===== config.mk =====
export PLATFORM = sky130hd
export DESIGN_NAME = array_insert_delete_engine
export DESIGN_NICKNAME = d
export VERILOG_FILES = /design/src/hdl/aide_pkg.sv /design/src/hdl/aide_ram.sv /design/src/hdl/aide_front.sv /design/src/hdl/aide_back.sv /design/src/hdl/array_insert_delete_engine.sv
export VERILOG_INCLUDE_DIRS = /design/src /design/src/hdl
export SDC_FILE = /design/constraint.sdc
export NUM_CORES = 2
export LEC_CHECK = 0
export BUFFER_PORTS_ARGS = -buffer_cell sky130_fd_sc_hd__buf_2
export CAP_MARGIN = 20
export CORE_ASPECT_RATIO = 1.1
export CORE_MARGIN = 2
export CORE_UTILIZATION = 47
export DETAILED_ROUTE_END_ITERATION = 12
export SYNTH_ARGS = -nofsm -noshare
export SYNTH_HDL_FRONTEND = slang
export SYNTH_SLANG_ARGS = --single-unit

===== constraint.sdc =====
create_clock -name i_clk -period 5.5 [get_ports i_clk]
set_input_delay 0.55 -clock i_clk [delete_from_list [all_inputs] [get_ports i_clk]]
set_output_delay 0.55 -clock i_clk [all_outputs]
set_load 0.03 [all_outputs]

===== src/hdl/array_insert_delete_engine_macros.svh =====
// Assertion macros shared by the list engine modules.
// Needs i_clk and i_rst_n in the scope of every use.
`ifndef ARRAY_INSERT_DELETE_ENGINE_MACROS_SVH
`define ARRAY_INSERT_DELETE_ENGINE_MACROS_SVH
`ifndef SYNTH
// same-cycle implication
`define AIDE_IMPLIES(lbl, pre, post, msg) \
    lbl: assert property (@(posedge i_clk) disable iff (!i_rst_n) (pre) |-> (post)) \
        else $error(msg);
// next-cycle implication
`define AIDE_NEXT(lbl, pre, post, msg) \
    lbl: assert property (@(posedge i_clk) disable iff (!i_rst_n) (pre) |=> (post)) \
        else $error(msg);
`else
`define AIDE_IMPLIES(lbl, pre, post, msg)
`define AIDE_NEXT(lbl, pre, post, msg)
`endif
`endif


===== src/hdl/aide_pkg.sv =====
// Shared types and constants of the list engine.
// Used by aide_front, aide_back and array_insert_delete_engine.
package aide_pkg;

    localparam int DEPTH   = 64;
    localparam int IDX_W   = $clog2(DEPTH);
    localparam int CNT_W   = 7;
    localparam int QDEPTH  = 2;
    localparam int QPTR_W  = $clog2(QDEPTH);
    localparam int QCNT_W  = $clog2(QDEPTH + 1);

    // request function codes
    typedef enum logic [2:0] {
        F_INS_FRONT = 3'd0,
        F_INS_END   = 3'd1,
        F_INS_POS   = 3'd2,
        F_DEL_FRONT = 3'd3,
        F_DEL_END   = 3'd4,
        F_DEL_POS   = 3'd5,
        F_DEL_VALUE = 3'd6,
        F_DISPLAY   = 3'd7
    } t_func;

    typedef enum logic [1:0] {
        ST_OK     = 2'd0,
        ST_FULL   = 2'd1,
        ST_EMPTY  = 2'd2,
        ST_BADPOS = 2'd3
    } t_status;

    typedef enum logic [1:0] {
        K_INSERT    = 2'd0,
        K_DELETE    = 2'd1,
        K_DEL_VALUE = 2'd2,
        K_DISPLAY   = 2'd3
    } t_kind;

    typedef enum logic [1:0] {
        W_FRONT = 2'd0,
        W_END   = 2'd1,
        W_POS   = 2'd2
    } t_where;

    typedef struct packed {
        logic [2:0]         func;
        logic [6:0]         position;
        logic signed [31:0] value;
    } t_in_beat;

    typedef struct packed {
        logic [1:0]         status;
        logic signed [31:0] element;
        logic [5:0]         element_index;
        logic [6:0]         length;
        logic [6:0]         removed;
        logic               last;
    } t_out_beat;

    // classified request held in the queue
    typedef struct packed {
        t_kind              kind;
        t_where             where;
        logic [6:0]         position;
        logic signed [31:0] value;
    } t_cmd;

    typedef struct packed {
        logic valid;
        t_cmd cmd;
    } t_queue_head;

    // back-end sequencer states
    typedef enum logic [4:0] {
        S_IDLE      = 5'b00001,
        S_MOVE      = 5'b00010,
        S_FINAL     = 5'b00100,
        S_DISP_RD   = 5'b01000,
        S_DISP_WAIT = 5'b10000
    } t_state;

endpackage


===== src/hdl/aide_ram.sv =====
// Generic simple dual-port RAM: one write port, one registered read port.
// No dependencies.
module aide_ram #(
    parameter int WIDTH = 32,
    parameter int DEPTH = 64
) (
    input  logic                     i_clk,
    input  logic                     i_we,
    input  logic [$clog2(DEPTH)-1:0] i_waddr,
    input  logic [WIDTH-1:0]         i_wdata,
    input  logic                     i_re,
    input  logic [$clog2(DEPTH)-1:0] i_raddr,
    output logic [WIDTH-1:0]         o_rdata
);

    logic [WIDTH-1:0] r_mem [DEPTH];
    logic [WIDTH-1:0] r_rdata;

    // write port, read data holds until the next read
    always_ff @(posedge i_clk) begin
        if (i_we) begin
            r_mem[i_waddr] <= i_wdata;
        end
        if (i_re) begin
            r_rdata <= r_mem[i_raddr];
        end
    end

    assign o_rdata = r_rdata;

endmodule


===== src/hdl/aide_front.sv =====
// Front end: accepts request beats, decodes the function code and queues them.
// Depends on aide_pkg and array_insert_delete_engine_macros.svh.
`include "array_insert_delete_engine_macros.svh"
module aide_front (
    input  logic                 i_clk,
    input  logic                 i_rst_n,
    input  logic                 i_in_valid,
    output logic                 o_in_stall,
    input  aide_pkg::t_in_beat   i_in_beat,
    output aide_pkg::t_queue_head o_head,
    input  logic                 i_pop
);

    aide_pkg::t_cmd                    r_q [aide_pkg::QDEPTH];
    logic [aide_pkg::QPTR_W-1:0]       r_wr;
    logic [aide_pkg::QPTR_W-1:0]       r_rd;
    logic [aide_pkg::QCNT_W-1:0]       r_cnt;
    aide_pkg::t_cmd                    cmd;
    logic                              push;

    assign o_in_stall = (r_cnt == aide_pkg::QCNT_W'(aide_pkg::QDEPTH));
    assign push       = i_in_valid && !o_in_stall;

    // classify the function code
    always_comb begin
        cmd.position = i_in_beat.position;
        cmd.value    = i_in_beat.value;
        case (aide_pkg::t_func'(i_in_beat.func))
            aide_pkg::F_INS_FRONT: begin
                cmd.kind = aide_pkg::K_INSERT;    cmd.where = aide_pkg::W_FRONT;
            end
            aide_pkg::F_INS_END: begin
                cmd.kind = aide_pkg::K_INSERT;    cmd.where = aide_pkg::W_END;
            end
            aide_pkg::F_INS_POS: begin
                cmd.kind = aide_pkg::K_INSERT;    cmd.where = aide_pkg::W_POS;
            end
            aide_pkg::F_DEL_FRONT: begin
                cmd.kind = aide_pkg::K_DELETE;    cmd.where = aide_pkg::W_FRONT;
            end
            aide_pkg::F_DEL_END: begin
                cmd.kind = aide_pkg::K_DELETE;    cmd.where = aide_pkg::W_END;
            end
            aide_pkg::F_DEL_POS: begin
                cmd.kind = aide_pkg::K_DELETE;    cmd.where = aide_pkg::W_POS;
            end
            aide_pkg::F_DEL_VALUE: begin
                cmd.kind = aide_pkg::K_DEL_VALUE; cmd.where = aide_pkg::W_FRONT;
            end
            default: begin
                cmd.kind = aide_pkg::K_DISPLAY;   cmd.where = aide_pkg::W_FRONT;
            end
        endcase
    end

    // queue storage
    always_ff @(posedge i_clk) begin
        if (push) begin
            r_q[r_wr] <= cmd;
        end
    end

    // queue pointers and fill count
    always_ff @(posedge i_clk) begin
        if (!i_rst_n) begin
            r_wr  <= '0;
            r_rd  <= '0;
            r_cnt <= '0;
        end else begin
            if (push) begin
                r_wr <= r_wr + 1'b1;
            end
            if (i_pop) begin
                r_rd <= r_rd + 1'b1;
            end
            if (push && !i_pop) begin
                r_cnt <= r_cnt + 1'b1;
            end else if (i_pop && !push) begin
                r_cnt <= r_cnt - 1'b1;
            end
        end
    end

    assign o_head.valid = (r_cnt != '0);
    assign o_head.cmd   = r_q[r_rd];

    `AIDE_IMPLIES(a_pop_nonempty, i_pop, r_cnt != '0, "pop from empty queue")
    `AIDE_NEXT(a_push_grows, push && !i_pop, r_cnt == aide_pkg::QCNT_W'($past(r_cnt) + 1'b1), "fill count did not grow")
    `AIDE_NEXT(a_pop_shrinks, i_pop && !push, r_cnt == aide_pkg::QCNT_W'($past(r_cnt) - 1'b1), "fill count did not shrink")

endmodule


===== src/hdl/aide_back.sv =====
// Back end: sequencer that shifts, compacts and reads the entry memory,
// with the count register and the result register. Depends on aide_pkg,
// aide_ram and array_insert_delete_engine_macros.svh.
`include "array_insert_delete_engine_macros.svh"
module aide_back (
    input  logic                  i_clk,
    input  logic                  i_rst_n,
    input  aide_pkg::t_queue_head i_head,
    output logic                  o_pop,
    output logic                  o_out_valid,
    input  logic                  i_out_stall,
    output aide_pkg::t_out_beat   o_out_beat
);

    localparam int IW = aide_pkg::IDX_W;
    localparam int CW = aide_pkg::CNT_W;

    aide_pkg::t_state    r_state, n_state;
    logic [CW-1:0]       r_count, n_count;
    aide_pkg::t_kind     r_kind, n_kind;
    logic [31:0]         r_value, n_value;
    logic [1:0]          r_status, n_status;
    logic [IW-1:0]       r_p, n_p;
    logic [IW-1:0]       r_rd_idx, n_rd_idx;
    logic [CW-1:0]       r_rd_left, n_rd_left;
    logic                r_pend, n_pend;
    logic [IW-1:0]       r_pend_idx, n_pend_idx;
    logic [CW-1:0]       r_wr_ptr, n_wr_ptr;
    logic                r_out_valid;
    aide_pkg::t_out_beat r_out;

    logic                ram_we;
    logic [IW-1:0]       ram_waddr;
    logic [31:0]         ram_wdata;
    logic                ram_re;
    logic [IW-1:0]       ram_raddr;
    logic [31:0]         ram_rdata;

    logic                out_free;
    logic                out_load;
    aide_pkg::t_out_beat out_beat;
    logic [CW:0]         cnt_p1;
    logic [CW:0]         pos_x;
    logic [CW-1:0]       cnt_m1;
    logic [IW-1:0]       pos_m1;

    aide_ram #(
        .WIDTH (32),
        .DEPTH (aide_pkg::DEPTH)
    ) u_mem (
        .i_clk   (i_clk),
        .i_we    (ram_we),
        .i_waddr (ram_waddr),
        .i_wdata (ram_wdata),
        .i_re    (ram_re),
        .i_raddr (ram_raddr),
        .o_rdata (ram_rdata)
    );

    assign out_free = !r_out_valid || !i_out_stall;
    assign cnt_p1   = {1'b0, r_count} + 1'b1;
    assign pos_x    = {1'b0, i_head.cmd.position};
    assign cnt_m1   = r_count - 1'b1;
    assign pos_m1   = IW'(i_head.cmd.position - 1'b1);

    // sequencer
    always_comb begin
        n_state    = r_state;
        n_count    = r_count;
        n_kind     = r_kind;
        n_value    = r_value;
        n_status   = r_status;
        n_p        = r_p;
        n_rd_idx   = r_rd_idx;
        n_rd_left  = r_rd_left;
        n_pend     = r_pend;
        n_pend_idx = r_pend_idx;
        n_wr_ptr   = r_wr_ptr;
        o_pop      = 1'b0;
        ram_we     = 1'b0;
        ram_waddr  = '0;
        ram_wdata  = r_value;
        ram_re     = 1'b0;
        ram_raddr  = r_rd_idx;
        out_load   = 1'b0;
        out_beat   = '0;

        case (r_state)
            aide_pkg::S_IDLE: begin
                if (i_head.valid) begin
                    o_pop    = 1'b1;
                    n_kind   = i_head.cmd.kind;
                    n_value  = i_head.cmd.value;
                    n_status = aide_pkg::ST_OK;
                    n_pend   = 1'b0;
                    n_state  = aide_pkg::S_FINAL;
                    case (i_head.cmd.kind)
                        aide_pkg::K_INSERT: begin
                            // slot for the new entry
                            case (i_head.cmd.where)
                                aide_pkg::W_FRONT: n_p = '0;
                                aide_pkg::W_END:   n_p = r_count[IW-1:0];
                                default:           n_p = pos_m1;
                            endcase
                            if (r_count == CW'(aide_pkg::DEPTH)) begin
                                n_status = aide_pkg::ST_FULL;
                            end else if (i_head.cmd.where == aide_pkg::W_POS &&
                                         (i_head.cmd.position == '0 || pos_x > cnt_p1)) begin
                                n_status = aide_pkg::ST_BADPOS;
                            end else begin
                                // move [p, count-1] up, top entry first
                                n_rd_idx  = cnt_m1[IW-1:0];
                                n_rd_left = r_count - CW'(n_p);
                                n_state   = aide_pkg::S_MOVE;
                            end
                        end
                        aide_pkg::K_DELETE: begin
                            case (i_head.cmd.where)
                                aide_pkg::W_FRONT: n_p = '0;
                                aide_pkg::W_END:   n_p = cnt_m1[IW-1:0];
                                default:           n_p = pos_m1;
                            endcase
                            if (r_count == '0) begin
                                n_status = aide_pkg::ST_EMPTY;
                            end else if (i_head.cmd.where == aide_pkg::W_POS &&
                                         (i_head.cmd.position == '0 ||
                                          i_head.cmd.position > r_count)) begin
                                n_status = aide_pkg::ST_BADPOS;
                            end else begin
                                // move [p+1, count-1] down, lowest entry first
                                n_rd_idx  = n_p + 1'b1;
                                n_rd_left = cnt_m1 - CW'(n_p);
                                n_state   = aide_pkg::S_MOVE;
                            end
                        end
                        aide_pkg::K_DEL_VALUE: begin
                            if (r_count == '0) begin
                                n_status = aide_pkg::ST_EMPTY;
                            end else begin
                                n_rd_idx  = '0;
                                n_rd_left = r_count;
                                n_wr_ptr  = '0;
                                n_state   = aide_pkg::S_MOVE;
                            end
                        end
                        default: begin
                            if (r_count == '0) begin
                                n_status = aide_pkg::ST_EMPTY;
                            end else begin
                                n_rd_idx = '0;
                                n_state  = aide_pkg::S_DISP_RD;
                            end
                        end
                    endcase
                end
            end

            aide_pkg::S_MOVE: begin
                // read side: one word per cycle
                n_pend = 1'b0;
                if (r_rd_left != '0) begin
                    ram_re     = 1'b1;
                    ram_raddr  = r_rd_idx;
                    n_rd_idx   = (r_kind == aide_pkg::K_INSERT) ? r_rd_idx - 1'b1
                                                                : r_rd_idx + 1'b1;
                    n_rd_left  = r_rd_left - 1'b1;
                    n_pend     = 1'b1;
                    n_pend_idx = r_rd_idx;
                end
                // write side: word read in the previous cycle
                if (r_pend) begin
                    ram_wdata = ram_rdata;
                    case (r_kind)
                        aide_pkg::K_INSERT: begin
                            ram_we    = 1'b1;
                            ram_waddr = r_pend_idx + 1'b1;
                        end
                        aide_pkg::K_DELETE: begin
                            ram_we    = 1'b1;
                            ram_waddr = r_pend_idx - 1'b1;
                        end
                        default: begin
                            // keep only the non-matching words
                            if (ram_rdata != r_value) begin
                                ram_we    = 1'b1;
                                ram_waddr = r_wr_ptr[IW-1:0];
                                n_wr_ptr  = r_wr_ptr + 1'b1;
                            end
                        end
                    endcase
                end
                if (r_rd_left == '0 && !r_pend) begin
                    n_state = aide_pkg::S_FINAL;
                end
            end

            aide_pkg::S_FINAL: begin
                if (out_free) begin
                    out_load        = 1'b1;
                    out_beat.status = r_status;
                    out_beat.last   = 1'b1;
                    if (r_status == aide_pkg::ST_OK) begin
                        case (r_kind)
                            aide_pkg::K_INSERT: begin
                                ram_we    = 1'b1;
                                ram_waddr = r_p;
                                ram_wdata = r_value;
                                n_count   = r_count + 1'b1;
                            end
                            aide_pkg::K_DELETE: begin
                                n_count = cnt_m1;
                            end
                            aide_pkg::K_DEL_VALUE: begin
                                n_count          = r_wr_ptr;
                                out_beat.removed = r_count - r_wr_ptr;
                            end
                            default: begin
                                n_count = r_count;
                            end
                        endcase
                    end
                    out_beat.length = n_count;
                    n_state         = aide_pkg::S_IDLE;
                end
            end

            aide_pkg::S_DISP_RD: begin
                ram_re    = 1'b1;
                ram_raddr = r_rd_idx;
                n_state   = aide_pkg::S_DISP_WAIT;
            end

            aide_pkg::S_DISP_WAIT: begin
                if (out_free) begin
                    out_load               = 1'b1;
                    out_beat.status        = aide_pkg::ST_OK;
                    out_beat.element       = ram_rdata;
                    out_beat.element_index = 6'(r_rd_idx);
                    out_beat.length        = r_count;
                    out_beat.last          = (CW'(r_rd_idx) + 1'b1 == r_count);
                    if (out_beat.last) begin
                        n_state = aide_pkg::S_IDLE;
                    end else begin
                        n_rd_idx = r_rd_idx + 1'b1;
                        n_state  = aide_pkg::S_DISP_RD;
                    end
                end
            end

            default: begin
                n_state = aide_pkg::S_IDLE;
            end
        endcase
    end

    // control registers
    always_ff @(posedge i_clk) begin
        if (!i_rst_n) begin
            r_state     <= aide_pkg::S_IDLE;
            r_count     <= '0;
            r_pend      <= 1'b0;
            r_out_valid <= 1'b0;
        end else begin
            r_state <= n_state;
            r_count <= n_count;
            r_pend  <= n_pend;
            if (out_load) begin
                r_out_valid <= 1'b1;
            end else if (!i_out_stall) begin
                r_out_valid <= 1'b0;
            end
        end
    end

    // working registers
    always_ff @(posedge i_clk) begin
        r_kind     <= n_kind;
        r_value    <= n_value;
        r_status   <= n_status;
        r_p        <= n_p;
        r_rd_idx   <= n_rd_idx;
        r_rd_left  <= n_rd_left;
        r_pend_idx <= n_pend_idx;
        r_wr_ptr   <= n_wr_ptr;
        if (out_load) begin
            r_out <= out_beat;
        end
    end

    assign o_out_valid = r_out_valid;
    assign o_out_beat  = r_out;

    `AIDE_IMPLIES(a_count_max, 1'b1, r_count <= CW'(aide_pkg::DEPTH), "entry count above depth")
    `AIDE_IMPLIES(a_out_hold, r_out_valid && i_out_stall, !out_load, "stalled result overwritten")
    `AIDE_IMPLIES(a_compact_ptr, r_state == aide_pkg::S_MOVE && r_kind == aide_pkg::K_DEL_VALUE, r_wr_ptr <= r_count, "compaction pointer past count")
    `AIDE_NEXT(a_pend_follows, r_state == aide_pkg::S_MOVE && r_rd_left != '0, r_pend, "read word not tracked")

endmodule


===== src/hdl/array_insert_delete_engine.sv =====
// Packed list engine: insert, delete, delete-by-value and display on up to
// DEPTH signed 32-bit entries. Top level; depends on aide_pkg, aide_front, aide_back.
//
// Usage:
//   Request channel: i_in_valid / o_in_stall carry one request beat
//   (func, position, value). A two-entry queue takes beats while the back end
//   works, so o_in_stall rises only when that queue is full.
//   Result channel: o_out_valid / i_out_stall carry result beats from one
//   output register. Every request gives one beat with last set, except a
//   display of a non-empty list, which gives one beat per entry, the final
//   one with last set.
//   A request that fails its checks moves no word. Inserts and deletes move
//   the entries above the position and delete-by-value reads the whole list.
//   Display handles each entry in turn: read it, then load the result
//   register. The entry RAM has a single port pair, so words move one at a
//   time.
//   Reset (i_rst_n low, synchronous) empties the list and the queue and drops
//   o_out_valid; the entry RAM is not cleared.
//   While i_out_stall is high a valid result beat holds and no other loads;
//   word moves go on, and requests keep entering the queue until it fills.
module array_insert_delete_engine (
    input  logic                i_clk,
    input  logic                i_rst_n,
    input  logic                i_in_valid,
    output logic                o_in_stall,
    input  aide_pkg::t_in_beat  i_in_beat,
    output logic                o_out_valid,
    input  logic                i_out_stall,
    output aide_pkg::t_out_beat o_out_beat
);

    aide_pkg::t_queue_head head;
    logic                  pop;

    // request decode and queue
    aide_front u_front (
        .i_clk      (i_clk),
        .i_rst_n    (i_rst_n),
        .i_in_valid (i_in_valid),
        .o_in_stall (o_in_stall),
        .i_in_beat  (i_in_beat),
        .o_head     (head),
        .i_pop      (pop)
    );

    // execution and result register
    aide_back u_back (
        .i_clk       (i_clk),
        .i_rst_n     (i_rst_n),
        .i_head      (head),
        .o_pop       (pop),
        .o_out_valid (o_out_valid),
        .i_out_stall (i_out_stall),
        .o_out_beat  (o_out_beat)
    );

endmodule

==> out/summary.txt <==
outcome: finished, final reports clean
nets: 4,473
delay of the slowest critical-path stage: 0.85 ns
initial antenna violation count: 22
Die Area: 197,000 µm²
pwr/cell area: 481 nW/µm²
CTS root buf: clkbuf_16
register share of total power: 44.6%
antenna violation net count after detailed routing: 0
vias in the first global route: 43.1k
Total Wirelength: 220,000 µm
Tcrit/Tclk final: 83.2%
startpoint types: flop
crit path cell chain: xnor2_1 > nand4_1 > nor4_2 > a21oi_1 > a222oi_1 > nand3_1 > buf_4 > nor2_4 > buf_4
RSZ-0062 raised after global routing: false
syn_nets: 4,161
die height: 465 µm
CTS Buf Count: 221
Synth Area in Adders: 0.777%
postcts setup bufs: 0
worst clock skew: 0.0508 ns
Async SR Flop Fraction: 0%
Gate power share: 25.0%
Die W: 423 µm
maximum fanout along the worst path: 18
yosys warns: 0
WP data arrival: 5.11 ns
Via density: 6.01
Final Max Slew Viols: 0
io pins: 103
R2R setup slack: 0.92 ns
via count: 42.8k
Post-Synth Simple-Gate Area: 2.35%
Lkg Pwr: 32.5 nW
layout cells sized above 1: 30.5%
Syn Inst Count: 4,061
# setup viols final: 0
Max transition margin: 22.4%
Tmin final: 4.58 ns
total track usage: 22.5%
I/O Buffers: 102
upper clock frequency limit: 219 MHz
Hold Fails Final Rpt: 0
worst hold slack: 0.0738 ns
power share of the clock group: 30.3%
Least-Margin Pin Slew: 1.16 ns
GRT overflow: 0
DRT Pass-1 Iters: 5
row count: 169
Post-DP Area: 95,700 µm²
clk sinks: 2,308
setup tns final: 0 ns
Max IR drop VDD: 331 µV
slowest stage cell, crit path: a222oi_1
first-pass GRT wire length: 318,000 µm
starting density of the core: 47.2%
drt drc: 0
syn_area_per_cell: 22.4 µm²
Yosys cell types: 74
GPL Wtd Cong: 0.854
largest net degree at the start of global routing: 130
Layout Area Growth over Synthesis: 14.1%
Clock Path Buffers: 3
later-pin clock latency in the skew report: 0.87 ns
Worst path most repeated cell: buf_4
sequential fraction of the synthesis area: 76.1%
Synth Area in Compound Gates: 1.39%
CP Class: flop to flop
Int Pwr: 35.1 mW
CTS H-tree depth: 4
CTS tree: yes
Wirelength per Cell: 30.8 µm
maxcap violations: 0
Sw Ratio: 29.5%
Fillers: 14.6k
DPL Wire Length: 136,000 µm
register bit total from synthesis: 2,308
XOR/XNOR Fraction of Synth Area: 0.878%
Post-synth EDFFs: 2,289
clock-pin transition on the worst setup and hold timing paths: 0.06 ns
Final Instance Area: 104,000 µm²
largest family of logic cells by synthesized area: multiplexers
Worst setup EP type: flop
Hold Path Class: input port to flop
Psw: 14.7 mW
Iter 0 DRT Violations: 4,867
core area: 192,000 µm²
Synth Cell Area: 90,800 µm²
post-synthesis mux area share: 17.4%
dominant synthesized flop cell: edfxtp_1
Req. time, crit path: 6.04 ns
==> logic make-up (layout without fill, tap and decap cells) <==
family	count (synthesis)	after routing
XOR/XNOR	91	91
AND/OR/NAND/NOR	443	443
multiplexers	730	730
AO/OA/AOI/OAI	188	188
other	0	4
adder cells (fa/ha/maj)	54	54
buffers and inverters	247	744
flip-flops	2308	2308
==> area by class of cell <==
| type | instances | area, µm² | area share, % |
|---|---|---|---|
| inverter | 44 | 165 | 0.159 |
| clock buffer | 265 | 5790 | 5.59 |
| sequential | 2308 | 69100 | 66.7 |
| clock inverter | 143 | 1430 | 1.38 |
| multi-input combinational | 1506 | 21300 | 20.5 |
| tap | 2565 | 3210 | 3.10 |
| timing repair buffer | 292 | 2580 | 2.49 |
| antenna | 4 | 10.0 | 0.00966 |
==> repair_timing <==
item,CTS,global route
hold endpoints to repair,83,0
setup endpoints to repair,0,0
resized for setup,0,0
hold buffers,41,0
==> state kept, by name, indices dropped and copies added, names as in the netlist, 5 cells and up, named ones only <==
signal	cells
u_back.r_rd_left	7
u_back.r_rd_idx	6
u_back.r_wr_ptr	7
u_back.r_value	32
u_back.o_out_beat	55
u_back.u_mem.o_rdata	32
u_back.u_mem.r_mem	2048
u_back.r_pend_idx	6
u_front.r_q	86
u_back.r_state	5
u_back.r_p	6
u_back.r_count	7
==> power by group through the flow <==
stage	logic, mW	clock network, mW	registers (mW)
floorplan	7.42	0	22.7
CTS	12.6	15.4	22.3
global placement	12.5	0	22.6
global route	13.3	16.1	22.3
finish	12.5	15.1	22.3
detailed placement	12.6	0	22.6
==> layout by cell type (no fill, tap or decap), types with 26 or more instances in the layout <==
cell,instances
nand2_1,114
clkinv_2,44
inv_1,41
clkbuf_1,39
xnor2_1,70
and3_1,43
buf_2,102
o21ai_0,42
edfxtp_1,2289
clkinv_1,57
nand3_1,26
ha_1,50
buf_12,43
nor2_4,65
buf_4,106
mux2_2,42
a21oi_1,41
mux4_2,672
dlygate4sd3_1,41
nor2_1,72
clkbuf_16,225
==> Yosys cell counts, drive strengths merged, types with 14 or more instances <==
library cell | count | share of area, %
mux2 | 42 | 0.52
o21ai | 46 | 0.25
dfxtp | 19 | 0.42
nand3 | 26 | 0.14
edfxtp | 2289 | 76
a21o | 14 | 0.12
nand2 | 137 | 0.57
inv | 43 | 0.18
and3 | 44 | 0.30
mux2i | 16 | 0.18
a21oi | 41 | 0.23
mux4 | 672 | 17
ha | 50 | 0.69
nor2 | 137 | 0.57
clkbuf | 119 | 0.49
nor3 | 15 | 0.088
buf | 84 | 0.42
xor2 | 21 | 0.20
xnor2 | 70 | 0.68
==> path summary, 6_finish.rpt <==
check,from,end,cells after the start
setup / recovery,u_back.u_mem.o_rdata[30],u_back.u_mem.r_mem[35][18],9
hold / removal,i_in_beat[40],u_front.r_q[1][39],2
hold reg to reg,u_front.r_rd,u_front.r_rd,2
setup reg to reg,u_back.u_mem.o_rdata[30],u_back.u_mem.r_mem[35][18],9
==> per-stage QoR <==
step / power [mW] / instances / utilization [%] / worst slack [ns]
2_1_floorplan: 30.1 / 4061 / - / 0.353
5_1_grt: 51.6 / 7126 / 53.8 / 0.607
4_1_cts: 50.3 / 7112 / 53.7 / 0.861
3_3_place_gp: 35.1 / 6647 / 49.6 / 0.859
6_report: 49.9 / 7127 / 53.8 / 0.925
3_5_place_dp: 35.2 / 6663 / 49.7 / 0.846
==> routing by layer <==
layer / share of wire [%] / routed length [µm] / vias up / track usage (%)
met5: 0.0091 / 20 / - / 0
met1: 42 / 93100 / 23300 / 32.4
met4: 1.8 / 3990 / 2 / 5.17
met2: 49 / 108000 / 1551 / 36.0
li1: - / - / 17800 / -
met3: 6.9 / 15100 / 236 / 4.12
==> worst max-delay path: cells and delay by family, from the launching register on <==
kind,cells,cell delay [ns]
buffers and inverters,2,0.68
AOI/OAI and AO/OA,2,1.09
and+or+nand+nor,4,1.82
DFF,1,0.43
xor gates and xnor gates,1,0.17
(Power assumes the default switching activity.)
